**src/hw/rtl/mac_pkg.sv**
```systemverilog
// Shared types and constants for the magnetometer averaging and calibration block.
// Used by mac_lane, mac_ctrl, the top level and the checker; no dependencies.
package mac_pkg;

    localparam int RAW_W         = 16;
    localparam int AXES          = 3;
    localparam int DEF_AVG_DEPTH = 10;
    localparam int FRAC_BITS     = 12;
    localparam int CFG_IDX_W     = 3;
    localparam int CFG_W         = 16;
    localparam int MODE_W        = 2;
    localparam int S_TDATA_W     = AXES * RAW_W;
    localparam int M_TDATA_W     = 3 * AXES * RAW_W;

    localparam logic signed [RAW_W-1:0] RAW_MIN          = 16'sh8000;
    localparam logic signed [RAW_W-1:0] RAW_MAX          = 16'sh7FFF;
    localparam logic signed [RAW_W-1:0] TRACK_HIGH_START = -16'sd5000;
    localparam logic signed [RAW_W-1:0] TRACK_LOW_START  = 16'sd5000;
    localparam logic [RAW_W-1:0]        UNITY_SCALE      = 16'd4096;
    localparam logic [FRAC_BITS-1:0]    FRAC_MASK        = '1;

    typedef enum logic [MODE_W-1:0] {
        MODE_SAMPLE = 2'd0,
        MODE_START  = 2'd1,
        MODE_FINISH = 2'd2
    } t_mode;

    typedef enum logic [CFG_IDX_W-1:0] {
        CFG_OFFSET_X = 3'd0,
        CFG_OFFSET_Y = 3'd1,
        CFG_OFFSET_Z = 3'd2,
        CFG_SCALE_X  = 3'd3,
        CFG_SCALE_Y  = 3'd4,
        CFG_SCALE_Z  = 3'd5
    } t_cfg_idx;

    typedef struct packed {
        logic  smp_accept;
        logic  ld2;
        logic  ld3;
        logic  ld4;
        logic  ld5;
        logic  retire;
        t_mode retire_mode;
        logic  tracking;
        logic  learned;
    } t_lane_ctl;

endpackage

```
**src/hw/rtl/mac_lane.sv**
```systemverilog
// One axis lane: sample ring, running sum, reciprocal divide, offset and gain, extremes.
// Depends on mac_pkg; driven by the control struct from mac_ctrl.
module mac_lane #(
    parameter int AVG_DEPTH = mac_pkg::DEF_AVG_DEPTH,
    parameter bit NEGATE    = 1'b0
) (
    input  logic                               i_clk,
    input  logic                               i_rst_n,
    input  mac_pkg::t_lane_ctl                 i_ctl,
    input  logic signed [mac_pkg::RAW_W-1:0]   i_raw,
    input  logic signed [mac_pkg::RAW_W-1:0]   i_cfg_offset,
    input  logic        [mac_pkg::RAW_W-1:0]   i_cfg_scale,
    output logic signed [mac_pkg::RAW_W-1:0]   o_field,
    output logic signed [mac_pkg::RAW_W-1:0]   o_min,
    output logic signed [mac_pkg::RAW_W-1:0]   o_max
);
    import mac_pkg::*;

    localparam int DW  = $clog2(AVG_DEPTH);
    localparam int SW  = RAW_W + DW + 1;
    localparam int KSH = SW - 1 + DW;
    localparam longint unsigned RECIP = (64'd1 << KSH) / AVG_DEPTH + 64'd1;
    localparam int RW  = $clog2(RECIP + 64'd1);
    localparam int PW  = SW + RW;
    localparam int QW  = RAW_W + 1;
    localparam int MW  = QW + RAW_W;

    logic signed [RAW_W-1:0] r_ring [AVG_DEPTH];
    logic signed [SW-1:0]    r_sum;
    logic signed [SW-1:0]    n_sum;
    logic signed [RAW_W-1:0] w_val;

    logic [SW-1:0]           w_mag;
    logic [PW-1:0]           r_prod2;
    logic                    r_neg2;

    logic [QW-1:0]           w_q;
    logic signed [QW-1:0]    w_avg;
    logic signed [RAW_W-1:0] w_off;
    logic [RAW_W-1:0]        w_scl;
    logic signed [QW-1:0]    r_diff3;
    logic [RAW_W-1:0]        r_scl3;

    logic signed [MW-1:0]    r_prod4;
    logic signed [MW-1:0]    w_adj;
    logic signed [MW-1:0]    w_shq;
    logic signed [RAW_W-1:0] w_sat;
    logic signed [RAW_W-1:0] r_field5;

    logic signed [RAW_W-1:0] r_field_out;
    logic signed [RAW_W-1:0] r_min;
    logic signed [RAW_W-1:0] r_max;
    logic signed [RAW_W-1:0] r_learned;
    logic signed [QW-1:0]    w_pair;
    logic signed [QW-1:0]    w_mid;

    always_comb begin
        if (NEGATE) begin
            w_val = (i_raw == RAW_MIN) ? RAW_MAX : -i_raw;
        end else begin
            w_val = i_raw;
        end
        n_sum = r_sum + SW'(w_val) - SW'(r_ring[AVG_DEPTH-1]);
    end

    always_ff @(posedge i_clk) begin
        if (!i_rst_n) begin
            for (int i = 0; i < AVG_DEPTH; i++) begin
                r_ring[i] <= '0;
            end
            r_sum <= '0;
        end else if (i_ctl.smp_accept) begin
            r_ring[0] <= w_val;
            for (int i = 1; i < AVG_DEPTH; i++) begin
                r_ring[i] <= r_ring[i-1];
            end
            r_sum <= n_sum;
        end
    end

    // The running sum is divided by the ring depth through a rounded-up reciprocal,
    // applied to the magnitude so that the quotient truncates toward zero.
    assign w_mag = r_sum[SW-1] ? SW'(-r_sum) : SW'(r_sum);

    always_ff @(posedge i_clk) begin
        if (i_ctl.ld2) begin
            r_prod2 <= PW'(w_mag) * PW'(RECIP);
            r_neg2  <= r_sum[SW-1];
        end
    end

    always_comb begin
        w_q   = QW'(r_prod2 >> KSH);
        w_avg = r_neg2 ? -$signed(w_q) : $signed(w_q);
        w_off = i_ctl.learned ? r_learned : i_cfg_offset;
        w_scl = i_ctl.learned ? UNITY_SCALE : i_cfg_scale;
    end

    always_ff @(posedge i_clk) begin
        if (i_ctl.ld3) begin
            r_diff3 <= w_avg - QW'(w_off);
            r_scl3  <= w_scl;
        end
    end

    always_ff @(posedge i_clk) begin
        if (i_ctl.ld4) begin
            r_prod4 <= MW'(r_diff3) * MW'($signed({1'b0, r_scl3}));
        end
    end

    always_comb begin
        w_adj = r_prod4 + (r_prod4[MW-1] ? MW'(FRAC_MASK) : MW'(0));
        w_shq = w_adj >>> FRAC_BITS;
        if (w_shq > MW'(RAW_MAX)) begin
            w_sat = RAW_MAX;
        end else if (w_shq < MW'(RAW_MIN)) begin
            w_sat = RAW_MIN;
        end else begin
            w_sat = RAW_W'(w_shq);
        end
    end

    always_ff @(posedge i_clk) begin
        if (i_ctl.ld5) begin
            r_field5 <= w_sat;
        end
    end

    always_comb begin
        w_pair = QW'(r_max) + QW'(r_min);
        w_mid  = (w_pair + (w_pair[QW-1] ? QW'(1) : QW'(0))) >>> 1;
    end

    always_ff @(posedge i_clk) begin
        if (i_ctl.retire) begin
            r_field_out <= (i_ctl.retire_mode == MODE_SAMPLE) ? r_field5 : '0;
        end
    end

    always_ff @(posedge i_clk) begin
        if (!i_rst_n) begin
            r_min     <= '0;
            r_max     <= '0;
            r_learned <= '0;
        end else if (i_ctl.retire) begin
            case (i_ctl.retire_mode)
                MODE_SAMPLE: begin
                    if (i_ctl.tracking && (r_field5 < r_min)) begin
                        r_min <= r_field5;
                    end
                    if (i_ctl.tracking && (r_field5 > r_max)) begin
                        r_max <= r_field5;
                    end
                end
                MODE_START: begin
                    r_min <= TRACK_LOW_START;
                    r_max <= TRACK_HIGH_START;
                end
                MODE_FINISH: begin
                    r_learned <= RAW_W'(w_mid);
                end
                default: begin
                end
            endcase
        end
    end

    assign o_field = r_field_out;
    assign o_min   = r_min;
    assign o_max   = r_max;

endmodule

```
**config.mk**
```make
export PLATFORM = sky130hd
export DESIGN_NAME = mac_lane
export DESIGN_NICKNAME = d
export VERILOG_FILES = /design/src/hw/rtl/mac_pkg.sv /design/src/hw/rtl/mac_lane.sv
export SDC_FILE = /design/constraint.sdc
export NUM_CORES = 2
export LEC_CHECK = 0
export BUFFER_PORTS_ARGS = -buffer_cell sky130_fd_sc_hd__buf_2
export CAP_MARGIN = 0
export CORE_MARGIN = 4
export CORE_UTILIZATION = 55
export CTS_CLUSTER_DIAMETER = 150
export CTS_CLUSTER_SIZE = 10
export DETAILED_ROUTE_END_ITERATION = 7
export GPL_ROUTABILITY_DRIVEN = 0
export GPL_TIMING_DRIVEN = 1
export PLACE_DENSITY_LB_ADDON = 0.08
export SLEW_MARGIN = 20
export SYNTH_ARGS = -nofsm -noshare
export SYNTH_HDL_FRONTEND = slang
export SYNTH_SLANG_ARGS = --single-unit
```
**constraint.sdc**
```tcl
create_clock -name i_clk -period 20 [get_ports i_clk]
set_clock_uncertainty 0.15 [all_clocks]
set_input_delay 5 -clock i_clk [delete_from_list [all_inputs] [get_ports i_clk]]
set_output_delay 5 -clock i_clk [all_outputs]
set_load 0.02 [all_outputs]
```
== Yosys cells after proc, flatten, opt, wreduce, memory -nomap -nowiden ==
Memories as Yosys holds them, arrays and structs flattened.
Index checks and enable logic that the tools add are counted.
Operators by class
  add/subtract/negate cells: 8
  multiply operators: 2
  $lt $le $gt $ge: 4
  equal/unequal tests: 4
  mux-type cells: 24
  bitwise logic cells: 10
  reduce and logical (&&, ||, !) cells: 7
Operators by type and width (number)
  $mux 16: 14
  $pmux 16 s2: 2
  $mul 21x20->40 const B: 1
  $add 33x12->33: 1
  $mul 17x17->33: 1
  $add 21x16->21: 1
  $gt 21x16->1 const B: 1
  $lt 21x16->1 const B: 1
  $mux 21: 1
  $neg 21->21: 1
  $sub 21x16->21: 1
  $add 16x16->17: 1
  $add 17x2->17: 1
  $mux 17: 1
  $neg 17->17: 1
  $sub 17x16->17: 1
  $gt 16x16->1: 1
  $lt 16x16->1: 1
  $mux 12: 1
  $or 1x1->1: 10
  $reduce_and 3->1: 2
  $mux 1: 5
  $ne 2x1->1 const B: 2
  $eq 2x1->1 const B: 1
  5 further kinds: 6
Storage, ports and cells
  register bits: 208
  bits in writable memories: 160
  input port bits: 60
  output and inout port bits: 48
  word-level logic and storage cells: 71
  memories kept: 1
Memory list
  r_ring: depth 10, width 16, rd ports 10, clocked after Yosys merged registers in 0, write ports 10, RTL line mac_lane.sv:28  | logic signed [RAW_W-1:0] r_ring [AVG_DEPTH];

== Depth between registers and ports, before layout ==
  word-level depth: 4
  depth in mapped cells: 31
  mapped depth without buffers: 31

== Worst setup path after synthesis ==
OpenSTA, ideal clock, no wires.
  kind: input port to flip-flop
  from: input i_ctl[9] (netlist bit)
  to: memory r_ring[0][0] (enable)
  library setup time: 1.498 ns
  data arrival time: 8.308 ns
  data required time: 18.352 ns
  setup slack: 10.044 ns
  cell stages on the path: 3
  buffers on the path: 1
  cell sequence: clkbuf_1 -> nor2_1 -> clkinv_1
RTL lines
  start, declared: RTL line mac_lane.sv:9  | input mac_pkg::t_lane_ctl i_ctl,
  end, declared: RTL line mac_lane.sv:28

== Worst setup path after layout ==
  from: register r_sum[2]
  to: register r_prod2[40] (data pin)
Between the ends
  word-level cells in the longest chain between the ends: 3
Ends and longest elaborated chain
  start, declared: RTL line mac_lane.sv:29  | logic signed [SW-1:0] r_sum;
  start signal, assigned: RTL line mac_lane.sv:77  | r_sum <= n_sum;
  $neg 21->21: RTL line mac_lane.sv:83  | assign w_mag = r_sum[SW-1] ? SW'(-r_sum) : SW'(r_sum);
  $mux 21 (*): RTL line mac_lane.sv:83
  $mul 21x20->40 (*): RTL line mac_lane.sv:87  | r_prod2 <= PW'(w_mag) * PW'(RECIP);
  end signal, assigned: RTL line mac_lane.sv:87
  end, declared: RTL line mac_lane.sv:34  | logic [PW-1:0] r_prod2;
Every way passes the cells marked *; elsewhere a longest branch is shown, timed or not.
A chain may end at the register's enable or synchronous reset.

==> results.txt <==
* Number of instances in the synthesized netlist: 3436
* Number of endpoints failing setup at the final stage: 0
- Result of the run: finished clean
* Detailed-routing iteration count for the pre-antenna-repair pass: 8
- The die is 261.2 um tall.
* Number of clock sinks: between 300 and 400
- For the final routed database, the setup TNS stands at 0 ps.
* Post-synthesis async set-or-reset flop share: 0
* Vias in the first global route: 25810
- The smallest clock period supported by the final layout is computed as 8811 ps.
- Final hold vios: 0
* CTS tree: yes
- The endpoint identified for the worst register-to-register timing path is r_prod2[40].
- The later pin in the worst-skew pair is clocked with a latency of 580 ps.
* Minimum setup slack in the final design: between 10000 and 15000 ps
- In the routed design, unresolved DRC markers number 0.
* Setup repair after global routing missed its margin: false
* Longest Clk Path Bufs: 3
- Number of gates given a new drive strength after cts: 0
- Clock transition at path regs: 50 ps
- Cell type contributing the most total cell area after synthesis: sky130_fd_sc_hd__fa_1
- In this run the worst path has a maximum fanout of 5.
- Kind of capture point of the worst setup path: flop
- Reported max-cap violation count: 0
* Post-detailed-route wirelength per cell: 18.90 um
* Total Die Area: slightly below 70000 um2
- Inserted Clock Buffers: 40
- Post-layout net count: 4357
- In this run, the number of DRC markers left after iteration 0 of detailed routing was ~1400.
- The area growth from synthesis to layout is 6.864%.
- Among all flip-flop cells after synthesis, the most frequent one is sky130_fd_sc_hd__edfxtp_1.
* Required @ worst endpoint: 20140 ps
* Part of the cycle the worst path needs: 0.4406
- The number of nets handed over by synthesis was 4312.
- The tightest hold path in the finished design has a slack of 306.0 ps.
* Sequential fraction of the synthesis area: 0.2743
* Flop2flop setup slack: 11190 ps
- The startpoint identified for the worst register-to-register timing path is r_sum[2].
- Effective utilization at floorplan: 0.5568
- During I/O placement, the number of pins put on the boundary was approximately 110.
* Total standard cell area after synthesis: 35250 um2
- The worst hold path begins at r_learned[1].
* Final WL: 82.27 mm
- Measured in cells, the most critical reg-to-reg path has a length of 28.
- Dividing the detail-routed via count by the number of cells gives 5.561.
- Kind of start point of the critical path: flop
- Leading cell types by total area after synthesis: sky130_fd_sc_hd__fa_1, sky130_fd_sc_hd__edfxtp_1, sky130_fd_sc_hd__ha_1
- Once layout is complete, the utilization of the core stands at 0.5951.
- Total of fill cells in the finished design: 5409
- The number of antenna violations at the first check in global routing came to 1.
- Crit-path slowest cell: sky130_fd_sc_hd__fa_1
- Cell types with the highest counts after synthesis: sky130_fd_sc_hd__inv_1, sky130_fd_sc_hd__fa_1, sky130_fd_sc_hd__ha_1
- The tree is rooted in a sky130_fd_sc_hd__clkbuf_16.
- Port buffering added between 100 and 150 buffers.
* Count leader, synth: sky130_fd_sc_hd__inv_1
* Total of flip-flops plus latches after synthesis: about 350
- The total count of max-transition violations in the final report was 0.
- Inserted Diodes: 0
- For this design, the CTS-stage hold fixing added 0 buffers.
- Max frequency: 113.5 MHz
- Yosys mapped a number of flops with a built-in enable equal to 276.
- For the pin with the worst max-slew slack, the measured transition is 1043 ps.
- Site Rows: between 90 and 100
* Number of levels the H-tree was split into: 2
- The largest single stage delay on the critical path is 540 ps.
* Area share of the leading cell type in the synthesized netlist: 0.2447
* Pin count of the biggest net entering global routing: 113
* Relative max-transition margin: 0.3045
- Global routing usage summed across all routing layers: 0.2489
* Total number of vias: 24210
- The worst setup path is of the flop to flop kind.
- Average cell area after synthesis: 10.26 um2
- Final global-route overflow total: 0
- STA puts the critical path data arrival time at around 9000 ps.
- The count of nets left with antenna violations once routing finished came out at 0.
- Hold Path Class: flop to flop
* Count of yosys warnings during synthesis: 0
- OpenSTA, run right after detailed placement, puts the worst setup slack at 11170 ps.
- The path with the worst hold slack has its endpoint at r_learned[1].
- Measured along the x axis, the die boundary spans 261.2 um.
- Worst hold path depth: 2
* Post-DP HPWL: 66.28 mm
* Share of layout cells above drive strength 1: 0.05758
- Core ar.: between 60000 and 70000 um2
* Global-route wire length before repair: approximately 140 mm
- Synthesis instantiated 81 different standard cells from the library.
- Once the clock tree was built, the setup fixing pass inserted 0 buffers.
## sequential cells by signal, summed over array words and instances, names as in the netlist
name,count
o_field,16
r_diff3,17
r_scl3,16
r_neg2,1
r_ring,160
r_prod2,17
o_min,16
r_sum,21
o_max,16
r_field5,16
r_prod4,33
r_learned,16
## logic make-up (layout without fill, tap and decap cells)
logic type                 count (synthesis)  in the layout  synth area share
AOI/OAI and AO/OA                        396            396           0.07570
xor gates and xnor gates                 193            193           0.04795
adders and majority gates                816            816            0.3814
buffers and inverters                    783            855           0.08379
DFF                                      345            345            0.2743
muxes                                     34             34          0.009689
and+or+nand+nor                          869            869            0.1272
## metal layers
layer | up-vias | routed length (um) | GRT usage
met5 | - | 13 | 0
met3 | 177 | 3472 | 0.02640
met2 | 622 | 41550 | 0.4418
li1 | 11320 | - | -
met4 | 2 | 2842 | 0.07949
met1 | 12090 | 34390 | 0.3223
## per-stage QoR
| stage | instance area (um2) | std cells |
|---|---|---|
| CTS | 37670 | 4354 |
| floorplan | 35250 | 3436 |
| global placement | 36500 | 4285 |
| finish | 37670 | 4354 |
| detailed placement | 36500 | 4285 |
| global route | 37670 | 4354 |
## layout by cell type (no fill, tap or decap), types with 38 or more instances in the layout
cell,n
sky130_fd_sc_hd__a21o_1,49
sky130_fd_sc_hd__a21oi_1,111
sky130_fd_sc_hd__and2_1,140
sky130_fd_sc_hd__and3_1,159
sky130_fd_sc_hd__buf_2,105
sky130_fd_sc_hd__clkbuf_16,40
sky130_fd_sc_hd__dfxtp_1,69
sky130_fd_sc_hd__edfxtp_1,276
sky130_fd_sc_hd__fa_1,431
sky130_fd_sc_hd__ha_1,385
sky130_fd_sc_hd__inv_1,666
sky130_fd_sc_hd__nand2_1,237
sky130_fd_sc_hd__nand3_1,38
sky130_fd_sc_hd__nor2_1,128
sky130_fd_sc_hd__o21ai_0,65
sky130_fd_sc_hd__xnor2_1,138
sky130_fd_sc_hd__xor2_1,55
## critical path, delay by kind of cell (launching register included)
| family | cells | cell delay [ps] |
|---|---|---|
| flops | 1 | 340 |
| compound gates | 10 | 2570 |
| fa+ha+maj | 8 | 3250 |
| xor+xnor | 2 | 600 |
| simple gates | 5 | 1300 |
| buf+inv | 3 | 310 |
## cell type report
cell class,count,area (um2),area share
clock inverters,4,73.82,0.001959
well taps,846,1059,0.02810
repair buffers,118,623.1,0.01654
inverters,668,2512,0.06669
multi-input cells,2308,22640,0.6010
flip-flops and latches,345,9669,0.2567
clock buffers,65,1095,0.02906
## how the worst max path moves through the flow
| stage | start | endpoint | slack, ps |
|---|---|---|---|
| final | r_sum[2] | r_prod2[40] | 11190 |
| after global placement | i_ctl[0] | r_diff3[14] | 11270 |
| after global routing | r_sum[2] | r_prod2[40] | 10680 |
| after CTS | r_sum[2] | r_prod2[40] | 11190 |
| after floorplan | i_ctl[9] | r_ring[0][0] | 10040 |
| after detailed placement | i_ctl[0] | r_diff3[14] | 11170 |
Power is not shown: default switching activity piles up to over one toggle a cycle in this logic, so the estimate is an artifact.
