**src/hw/rtl/mac_pkg.sv**
```systemverilog
// Shared types and constants for the magnetometer averaging and calibration block.
// Used by mac_lane, mac_ctrl, the top level and the checker; no dependencies.
package mac_pkg;

    localparam int RAW_W         = 16;
    localparam int AXES          = 3;
    localparam int DEF_AVG_DEPTH = 10;
    localparam int FRAC_BITS     = 12;
    localparam int CFG_IDX_W     = 3;
    localparam int CFG_W         = 16;
    localparam int MODE_W        = 2;
    localparam int S_TDATA_W     = AXES * RAW_W;
    localparam int M_TDATA_W     = 3 * AXES * RAW_W;

    localparam logic signed [RAW_W-1:0] RAW_MIN          = 16'sh8000;
    localparam logic signed [RAW_W-1:0] RAW_MAX          = 16'sh7FFF;
    localparam logic signed [RAW_W-1:0] TRACK_HIGH_START = -16'sd5000;
    localparam logic signed [RAW_W-1:0] TRACK_LOW_START  = 16'sd5000;
    localparam logic [RAW_W-1:0]        UNITY_SCALE      = 16'd4096;
    localparam logic [FRAC_BITS-1:0]    FRAC_MASK        = '1;

    typedef enum logic [MODE_W-1:0] {
        MODE_SAMPLE = 2'd0,
        MODE_START  = 2'd1,
        MODE_FINISH = 2'd2
    } t_mode;

    typedef enum logic [CFG_IDX_W-1:0] {
        CFG_OFFSET_X = 3'd0,
        CFG_OFFSET_Y = 3'd1,
        CFG_OFFSET_Z = 3'd2,
        CFG_SCALE_X  = 3'd3,
        CFG_SCALE_Y  = 3'd4,
        CFG_SCALE_Z  = 3'd5
    } t_cfg_idx;

    typedef struct packed {
        logic  smp_accept;
        logic  ld2;
        logic  ld3;
        logic  ld4;
        logic  ld5;
        logic  retire;
        t_mode retire_mode;
        logic  tracking;
        logic  learned;
    } t_lane_ctl;

endpackage

```
**src/hw/rtl/mac_ctrl.sv**
```systemverilog
// Pipeline control: stage valid bits, stall chain, word modes, tracking and learned flags.
// Depends on mac_pkg; feeds every mac_lane through a t_lane_ctl struct.
module mac_ctrl (
    input  logic                i_clk,
    input  logic                i_rst_n,
    input  logic                i_s_tvalid,
    input  mac_pkg::t_mode      i_mode,
    input  logic                i_m_tready,
    output logic                o_s_tready,
    output logic                o_m_tvalid,
    output logic                o_tracking,
    output mac_pkg::t_lane_ctl  o_ctl
);
    import mac_pkg::*;

    localparam int NSTG = 6;

    logic [NSTG:1] r_vld;
    t_mode         r_mode [1:NSTG-1];
    logic [NSTG:1] w_free;
    logic          w_fin_busy;
    logic          w_accept;
    logic          w_retire;
    logic          r_tracking;
    logic          r_learned;

    always_comb begin
        w_free[NSTG] = !r_vld[NSTG] || i_m_tready;
        for (int k = NSTG - 1; k >= 1; k--) begin
            w_free[k] = !r_vld[k] || w_free[k+1];
        end
        w_fin_busy = 1'b0;
        for (int k = 1; k < NSTG; k++) begin
            w_fin_busy = w_fin_busy || (r_vld[k] && (r_mode[k] == MODE_FINISH));
        end
    end

    // A finish word holds off input until it has retired, so that later samples see the
    // learned offsets when they reach the offset stage.
    assign o_s_tready = w_free[1] && !w_fin_busy;
    assign w_accept   = i_s_tvalid && o_s_tready;
    assign w_retire   = r_vld[NSTG-1] && w_free[NSTG];

    always_ff @(posedge i_clk) begin
        if (!i_rst_n) begin
            r_vld <= '0;
        end else begin
            if (w_free[1]) begin
                r_vld[1] <= w_accept;
            end
            for (int k = 2; k <= NSTG; k++) begin
                if (w_free[k]) begin
                    r_vld[k] <= r_vld[k-1];
                end
            end
        end
    end

    always_ff @(posedge i_clk) begin
        if (w_free[1]) begin
            r_mode[1] <= i_mode;
        end
        for (int k = 2; k < NSTG; k++) begin
            if (w_free[k]) begin
                r_mode[k] <= r_mode[k-1];
            end
        end
    end

    always_ff @(posedge i_clk) begin
        if (!i_rst_n) begin
            r_tracking <= 1'b0;
            r_learned  <= 1'b0;
        end else if (w_retire) begin
            case (r_mode[NSTG-1])
                MODE_START: begin
                    r_tracking <= 1'b1;
                end
                MODE_FINISH: begin
                    r_tracking <= 1'b0;
                    r_learned  <= 1'b1;
                end
                default: begin
                end
            endcase
        end
    end

    always_comb begin
        o_ctl.smp_accept  = w_accept && (i_mode == MODE_SAMPLE);
        o_ctl.ld2         = w_free[2];
        o_ctl.ld3         = w_free[3];
        o_ctl.ld4         = w_free[4];
        o_ctl.ld5         = w_free[5];
        o_ctl.retire      = w_retire;
        o_ctl.retire_mode = r_mode[NSTG-1];
        o_ctl.tracking    = r_tracking;
        o_ctl.learned     = r_learned;
    end

    assign o_m_tvalid = r_vld[NSTG];
    assign o_tracking = r_tracking;

endmodule

```
**config.mk**
```make
export PLATFORM = sky130hd
export DESIGN_NAME = mac_ctrl
export DESIGN_NICKNAME = d
export VERILOG_FILES = /design/src/hw/rtl/mac_pkg.sv /design/src/hw/rtl/mac_ctrl.sv
export SDC_FILE = /design/constraint.sdc
export NUM_CORES = 1
export LEC_CHECK = 0
export BUFFER_PORTS_ARGS = -buffer_cell sky130_fd_sc_hd__buf_2
export CORE_MARGIN = 2
export CORE_UTILIZATION = 35
export CTS_CLUSTER_DIAMETER = 200
export CTS_CLUSTER_SIZE = 14
export DETAILED_ROUTE_END_ITERATION = 8
export PLACE_DENSITY = 0.53
export SLEW_MARGIN = 30
export SYNTH_ARGS = -nofsm -noshare
export SYNTH_HDL_FRONTEND = slang
export SYNTH_SLANG_ARGS = --single-unit
```
**constraint.sdc**
```tcl
create_clock -name i_clk -period 2.8 [get_ports i_clk]
set_clock_uncertainty 0.05 [all_clocks]
set_input_delay 0.56 -clock i_clk [delete_from_list [all_inputs] [get_ports i_clk]]
set_output_delay 0.56 -clock i_clk [all_outputs]
set_load 0.01 [all_outputs]
```
* Yosys cells after proc, flatten, opt, wreduce, memory -nomap -nowiden
Memory sizes are Yosys's and may differ from the RTL's.
Index checks and enable logic that the tools add are counted.
Widths: inputs -> output; s select.
** Storage, ports and cells
- RAM bits :: 10
- Logic and storage cells :: 56
- Bits of input ports :: 6
- Memories :: 1
- Flip-flop bits (word level) :: 8
** Memory list
- r_mode :: depth 5, bits a word 2, read ports 5, clocked after memory_dff 0, wr ports 5, RTL line mac_ctrl.sv:19 : t_mode r_mode [1:NSTG-1];
** Cells by class
- Eq/ne operators :: 6
- Reductions and logical operators :: 30
- Muxes and demuxes :: 11
** Operators with widths (number)
- $eq 2x2->1 const B :: 5
- $logic_or 1x1->1 :: 10
- $mux 1 :: 10
- $logic_and 1x1->1 :: 9
- $logic_not 1->1 :: 7
- $reduce_and 2->1 :: 2
- $eq 2x1->1 const B :: 1
- $logic_not 2->1 :: 1
- $pmux 1 s2 :: 1
- $reduce_bool 2->1 :: 1

* Longest topological paths before layout
Gate-level depths: netlist (run 1).
- Depth in word-level cells :: 10
- Gate-level depth with buffers :: 5
- Gate-level depth less buffers :: 5

* Least setup slack after synthesis (run 1)
No wires, ideal clock.
- Path kind :: in2out
- Start point :: in i_m_tready
- End point :: out o_ctl[9] (netlist name)
- Slack :: 763 ps
- Data required time :: 2190 ps
- Stages on the path :: 4
- Buffers on the path :: 0
- Arrival :: 1427 ps
- Cell sequence :: and4b_4 > inv_2 > o21ai_0 > nor4b_1
** RTL lines
- start: declaration :: RTL line mac_ctrl.sv:8 : input logic i_m_tready,
- end: declaration :: RTL line mac_ctrl.sv:12 : output mac_pkg::t_lane_ctl o_ctl

==> flow_summary.ini, run 1 <==
[finish]
layout_common_cells = buf_2 (18), edfxtp_1 (10), nor2_1 (9)
layout-drive-gt1-share = 0.333
syn2layout_area_growth_pct = 12.1
diodes = 0
design_area_sq_um = 860
final_nets = 89
finalNonFillerCells = 108
fill_cells = 200
layout_commonest_cell = buf_2

[logic_synthesis]
synth_top_area_share = 0.392
syn-num-nets = 75
ys_seq_area_frac = 0.600
synth_area_sq_um = 767
synthTopCellsByArea = edfxtp_1 (39%), dfxtp_1 (21%), buf_4 (8.8%)
synth_area_leader_cell = edfxtp_1
synth_edf_count = 10
yosys_most_used_dff = edfxtp_1
ys_types = 22
yosys_warnings = 0
syn-instance-count = 68
synth.avg_cell_area_sq_um = 11.3
synth_async_sr_flop_share = 0
synth-seq-cells = 18

[cts]
hold_buffers = 0
cts_buffer_depth = 2
clk_latency_ns = 0.29
cts_resized = 0
h-tree-depth = 1
cts-buffers-inserted = 3
cts_setup_buffers = 0
clkSinkCount = 18
tritoncts = yes
clk_pin_slew_ns = 0.10
root_buffer = clkbuf_4

[sta]
min_period_ns = 2.28
period_share = 0.813
tightest_slew_ns = 0.259
slew_viol_final = 0
rsz0062_at_grt = false
fin_ws_ns = 0.522
setup_viol_count_final = 0
setup_tns_ns = 0
finalHoldViolations = 0
fmax_mhz = 439
max_slew_margin = 0.827

[routing]
vias_per_cell = 4.64
totalWireLength_um = 1290
route.vias.total = 501
ant_nets = 0
wl_per_cell_um = 12.0
drc_errors = 0
drt-initial-drc-count = 7
first_pass_iters = 4

[critical_path]
cp.arrival_ns = 1.67
worstSetupEndpointType = output port
crit_fanout = 3
cp-start-kind = register
crit_required_ns = 2.19
path_class = register to output port

[power_and_ir_drop]
peakVddDrop_uv = 243
powerDensity_mw_per_mm2 = 555
static-leakage-power_nw = 0.349
power_frac_clock = 0.334
p_comb_frac = 0.048
power.switching_w = 0.0000985
power_frac_seq = 0.618
swShare = 0.206
internal-power_w = 0.000379

[job]
drv_cap = 0

[placement]
place.gp.congestion = 0.771
placed_cell_area_sq_um = 823
place_ws_ns = 0.650
io_buffers = 18
dpl.cell_count = 104

[floorplan]
die_h_um = 50.8
fp-row-count = 16
die_w_um = 50.8
start_util = 0.379
coreArea_sq_mm = 0.00202
die-area_sq_mm = 0.00258
io_pins = 19

[global_routing]
grt_max_degree = 11
antenna_found_initial = 0
grt_pass1_wl_um = 2270
grt.total_usage = 0.120
globalRouteOverflowTotal = 0
grt_pass1_vias = 512

[hold_path]
hp-class = register to register

[status]
status = finished clean
-- power by group through the flow --
stage	logic, W	registers [W]	clock network [W]
after detailed placement	0.0000230	0.000301	0
after floorplan	0.0000160	0.000299	0
final	0.0000228	0.000295	0.000159
after global placement	0.0000228	0.000301	0
after global routing	0.0000266	0.000296	0.000173
after CTS	0.0000231	0.000295	0.000164
-- synthesized netlist by cell type (all sizes together) (2+ instances only) --
cell type / number
edfxtp: 10
buf: 9
nor2: 9
dfxtp: 8
inv: 6
nand2: 4
nand3b: 4
a21oi: 3
a31oi: 2
nand3: 2
-- critical path: stages (launching register included) --
cell      delay, ns
edfxtp_1       0.40
ha_1           0.23
nand2_1        0.09
nand4_1        0.20
nor4b_1        0.28
buf_2          0.18
-- flip-flops by register name, summed over array words and instances (netlist names) --
name and cells:
r_learned 1, r_vld 6, r_mode 10, o_tracking 1
-- metrics by stage --
stage,util,total power [W],hold WS (ns)
6_report,0.425,0.000477,0.402
5_1_grt,0.425,0.000496,0.392
4_1_cts,0.425,0.000482,0.397
3_5_place_dp,0.407,0.000324,0.376
3_3_place_gp,0.407,0.000323,0.376
2_1_floorplan,-,0.000315,0.367
-- layout make-up --
cell class / instances / area (sq um) / share of cell area
sequential: 18 / 460 / 0.536
tap: 27 / 33.8 / 0.0393
multi-input combinational: 35 / 216 / 0.252
timing repair buffer: 18 / 90.1 / 0.105
inverter: 6 / 22.5 / 0.0262
clock buffer: 4 / 36.3 / 0.0422
-- worst paths after layout --
check             slack (ns)     startpoint           end  depth (start not counted)
setup reg to reg        1.40       r_vld[5]  r_mode[0][2]                          3
hold / removal          0.40   r_mode[0][4]  r_mode[0][6]                          0
hold reg to reg         0.40   r_mode[0][4]  r_mode[0][6]                          0
setup / recovery        0.52  r_mode[0][11]      o_ctl[9]                          5
-- per-layer routing --
metal  GRT usage  share of wire
met5           0              0
met3      0.0263          0.039
met2       0.182           0.46
met4      0.0676          0.019
met1       0.158           0.48
-- cells by family (layout without fill, tap and decap cells) --
logic type / count (synthesis) / in the layout / synth area share
and+or+nand+nor: 26 / 26 / 0.191
DFF: 18 / 18 / 0.600
buffers and inverters: 15 / 28 / 0.117
AOI/OAI and AO/OA: 8 / 8 / 0.0750
adders and majority gates: 1 / 1 / 0.0163
Note: power is estimated with default switching activity, not from simulation.
==> run 2, diff against run 1 <==
--- a/config.mk
+++ b/config.mk
@@ -11,7 +11,7 @@
 export CTS_CLUSTER_DIAMETER = 200
 export CTS_CLUSTER_SIZE = 14
 export DETAILED_ROUTE_END_ITERATION = 8
-export PLACE_DENSITY = 0.53
+export PLACE_DENSITY = 0.55
 export SLEW_MARGIN = 30
 export SYNTH_ARGS = -nofsm -noshare
 export SYNTH_HDL_FRONTEND = slang
==> constraint.sdc (replaced) <==
create_clock -name i_clk -period 1.9 [get_ports i_clk]
set_clock_uncertainty 0.05 [all_clocks]
set_input_delay 0.38 -clock i_clk [delete_from_list [all_inputs] [get_ports i_clk]]
set_output_delay 0.38 -clock i_clk [all_outputs]
set_load 0.01 [all_outputs]
==> flow_summary.ini, run 2 (same netlist as run 1, synthesis figures left out) <==
[status]
status = finished, violations left
violations = negative setup slack

[hold_path]
hold_path_end = r_mode[0][2]
worst_hold_path.num_cells = 1
hp-class = primary input to register
hold_path_startpoint = i_mode[0]

[sta]
setup_viol_count_final = 2
fmax_mhz = 519
setup_tns_ns = -0.0363
fin_ws_ns = -0.0269
period_share = 1.01
min_period_ns = 1.93
max_slew_margin = 0.826
tightest_slew_ns = 0.260
rsz0062_at_grt = true
slew_viol_final = 0
finalHoldViolations = 0

[floorplan]
die_w_um = 50.8
io_pins = 19
coreArea_sq_mm = 0.00202
start_util = 0.379
die_h_um = 50.8
die-area_sq_mm = 0.00258
fp-row-count = 16

[routing]
first_pass_iters = 4
route.vias.total = 515
ant_nets = 0
vias_per_cell = 4.64
drc_errors = 0
totalWireLength_um = 1240
wl_per_cell_um = 11.2
drt-initial-drc-count = 4

[global_routing]
grt_max_degree = 11
grt.total_usage = 0.105
grt_pass1_vias = 467
grt_pass1_wl_um = 2010
antenna_found_initial = 0
globalRouteOverflowTotal = 0

[finish]
syn2layout_area_growth_pct = 17.3
layout-drive-gt1-share = 0.405
regMostFlops = r_mode
final_nets = 92
layout_commonest_cell = buf_2
largest_reg_flops = 10
diodes = 0
layout_common_cells = buf_2 (18), edfxtp_1 (10), nor2_1 (8), dfxtp_1 (8), inv_1 (5)
top_regs = r_mode (10), r_vld (6)
fill_cells = 211

[critical_path]
cp-start-kind = register
timing.rr.end = r_vld[1]
r2r_cells = 6
crit_fanout = 3
path_class = register to output port
cp.arrival_ns = 1.50
worstSetupEndpointType = output port
crit_required_ns = 1.47
r2r_setup_slack_ns = 0.44
r2r-start = r_mode[0][11]

[power_and_ir_drop]
peakVddDrop_uv = 362
static-leakage-power_nw = 0.364
finalPower_w = 0.000664
powerDensity_mw_per_mm2 = 738

[placement]
io_buffers = 18
hpwl_um = 957
place.gp.congestion = 0.704

[cts]
hold_buffers = 0
cts_buffer_depth = 2
h-tree-depth = 1
root_buffer = clkbuf_4
clkSinkCount = 18
clk_pin_slew_ns = 0.10
clk_latency_ns = 0.29
cts-buffers-inserted = 3
tritoncts = yes

[job]
drv_cap = 0
run 2: changes by cell type in the layout (fill, tap and decap cells not counted), sizes merged:
| cell | delta |
|---|---|
| buf | +3 |
run 2: worst max-delay path by stage:
stage / from / end / cells after the start
6_report: r_mode[0][11] / o_ctl[9] / 5
5_1_grt: r_mode[0][11] / o_s_tready / 6
4_1_cts: r_mode[0][11] / o_ctl[9] / 5
3_5_place_dp: i_m_tready / o_ctl[9] / 6
3_3_place_gp: i_m_tready / o_ctl[9] / 6
2_1_floorplan: r_mode[0][11] / o_ctl[9] / 4
run 2: worst max-delay path, cell delays in order, from the launching register on:
cell	delay, ns
edfxtp_1	0.43
ha_4	0.20
nand2_2	0.06
nand4_1	0.13
nor4b_2	0.23
buf_2	0.16
run 2: power by group:
group | switching (W) | internal [W]
logic | 0.0000199 | 0.0000203
registers | 0.00000906 | 0.000425
clock network | 0.000108 | 0.0000816
run 2: area by class of cell:
class | count | area, sq um | share of cell area
sequential | 18 | 460 | 0.512
inverter | 6 | 22.5 | 0.0250
timing repair buffer | 21 | 113 | 0.125
tap | 27 | 33.8 | 0.0376
multi-input combinational | 35 | 244 | 0.271
clock buffer | 4 | 26.3 | 0.0292
run 2: repair_timing:
item	CTS	global route
pin swaps	1	0
endpoints found under the setup margin	1	2
gates resized for setup	3	4
setup buffers	2	0
run 2: stage by stage:
| stage | util | instance area [sq um] | hold slack (ns) | setup slack, ns | instances |
|---|---|---|---|---|---|
| 2_1_floorplan | - | 767 | 0.367 | 0.221 | 68 |
| 6_report | 0.445 | 900 | 0.224 | -0.0269 | 111 |
| 5_1_grt | 0.445 | 900 | 0.218 | -0.0871 | 111 |
| 3_3_place_gp | 0.411 | 831 | 0.376 | 0.125 | 105 |
| 4_1_cts | 0.436 | 881 | 0.225 | -0.0279 | 111 |
| 3_5_place_dp | 0.411 | 831 | 0.377 | 0.103 | 105 |
run 2: layer usage:
| layer | global-route usage | vias up | wire length (um) |
|---|---|---|---|
| li1 | - | 259 | - |
| met1 | 0.150 | 237 | 620 |
| met2 | 0.154 | 17 | 541 |
| met3 | 0.0263 | 2 | 67 |
| met4 | 0.0405 | 0 | 9 |
| met5 | 0 | - | 0 |
==> run 3, diff against run 2 <==
--- a/config.mk
+++ b/config.mk
@@ -6,7 +6,7 @@
 export NUM_CORES = 1
 export LEC_CHECK = 0
 export BUFFER_PORTS_ARGS = -buffer_cell sky130_fd_sc_hd__buf_2
-export CORE_MARGIN = 2
+export CORE_MARGIN = 1
 export CORE_UTILIZATION = 35
 export CTS_CLUSTER_DIAMETER = 200
 export CTS_CLUSTER_SIZE = 14
==> flow_summary.ini, run 3 (same netlist as run 1, synthesis figures left out) <==
[critical_path]
cp.arrival_ns = 1.53
path_class = register to output port
cp-startpoint = r_mode[0][11]
crit_end = o_ctl[9]
crit_required_ns = 1.47
r2r_cells = 6
worstSetupEndpointType = output port
crit_fanout = 3
r2r_setup_slack_ns = 0.41
cp-start-kind = register
r2r-start = r_mode[0][11]
timing.rr.end = r_vld[1]

[power_and_ir_drop]
static-leakage-power_nw = 0.371
powerDensity_mw_per_mm2 = 780
peakVddDrop_uv = 357

[routing]
drt-initial-drc-count = 12
ant_nets = 0
route.vias.total = 519
first_pass_iters = 4
drc_errors = 0
totalWireLength_um = 1280
vias_per_cell = 4.63
wl_per_cell_um = 11.4

[global_routing]
grt_max_degree = 11
gr-usage-met3 = 0.0280
grt_busiest_layer = met2
antenna_found_initial = 0
grt_pass1_vias = 507
grt.met1_usage = 0.156
use_met2 = 0.208
grt_pass1_wl_um = 2300
grt.total_usage = 0.128
globalRouteOverflowTotal = 0

[sta]
setup_tns_ns = -0.104
fin_ws_ns = -0.0611
fmax_mhz = 510
finalHoldViolations = 0
tightest_slew_ns = 0.258
max_slew_margin = 0.828
timing.hold.ws_ns = 0.224
min_period_ns = 1.96
slew_viol_final = 0
period_share = 1.03
setup_viol_count_final = 2
rsz0062_at_grt = true

[cts]
clkSinkCount = 18
h-tree-depth = 1
hold_buffers = 0
clk_pin_slew_ns = 0.11
clk_latency_ns = 0.29
tritoncts = yes
cts-buffers-inserted = 3
cts_buffer_depth = 2
root_buffer = clkbuf_4

[hold_path]
hp-class = primary input to register

[floorplan]
io_pins = 19
fp-row-count = 16
die-area_sq_mm = 0.00238
die_w_um = 48.8
die_h_um = 48.8
start_util = 0.383
coreArea_sq_mm = 0.00200

[job]
drv_cap = 0

[finish]
fill_cells = 196
layout-drive-gt1-share = 0.400
regMostFlops = r_mode
layout_common_cells = buf_2 (18), edfxtp_1 (10), nor2_1 (9)
design_area_sq_um = 911
syn2layout_area_growth_pct = 18.8
largest_reg_flops = 10
layout_commonest_cell = buf_2
final_nets = 93
top_regs = r_mode (10), r_vld (6)
diodes = 0

[status]
status = finished, violations left
violations = negative setup slack

[placement]
hpwl_um = 940
place.gp.congestion = 0.762
placed_cell_area_sq_um = 838
io_buffers = 18
[run 3: layout make-up]
cell class / count / area [sq um] / share of cell area
Inverter: 6 / 22.5 / 0.0247
Timing Repair Buffer: 22 / 120 / 0.132
Tap cell: 27 / 33.8 / 0.0371
Sequential cell: 18 / 460 / 0.505
Clock buffer: 4 / 36.3 / 0.0398
Multi-Input combinational cell: 35 / 238 / 0.261
[run 3: timing repair]
item                                    in CTS  in global routing
endpoints found under the setup margin       1                  2
resized for setup                            3                  2
cloned                                       0                  0
setup buffers                                1                  1
endpoints found under the hold margin        0                  0
pin swaps                                    1                  0
[run 3: worst min-delay path by stage]
stage | slack, ns | depth (start not counted) | to | from
4_1_cts | 0.22 | 1 | r_mode[0][2] | i_mode[0]
6_report | 0.22 | 1 | r_mode[0][2] | i_mode[0]
3_5_place_dp | 0.38 | 0 | r_mode[0][4] | r_mode[0][2]
3_3_place_gp | 0.38 | 0 | r_mode[0][6] | r_mode[0][4]
5_1_grt | 0.22 | 1 | r_mode[0][3] | i_mode[1]
2_1_floorplan | 0.37 | 0 | r_mode[0][10] | r_mode[0][8]
[run 3: power by group]
part           total (W)  switching, W  internal, W
Clock           0.000237      0.000120     0.000117
Combinational  0.0000394     0.0000194    0.0000199
Sequential      0.000434    0.00000909     0.000425
[run 3: through the flow]
stage	total power, W	util	worst slack (ns)	cells
detailed placement	0.000477	0.419	0.113	106
floorplan	0.000464	-	0.221	68
CTS	0.000709	0.445	-0.0592	111
global route	0.000735	0.455	-0.184	112
finish	0.000710	0.455	-0.0611	112
global placement	0.000477	0.419	0.131	106
[run 3: routing by layer]
metal	up-vias	wire, um
met4	0	29
li1	262	-
met1	239	555
met2	14	650
met5	-	0
met3	4	46
[run 3: critical path: stages (launching register included)]
cell	delay (ns)
edfxtp_1	0.44
ha_4	0.20
nand2_2	0.06
nand4_1	0.14
nor4b_2	0.24
buf_2	0.16
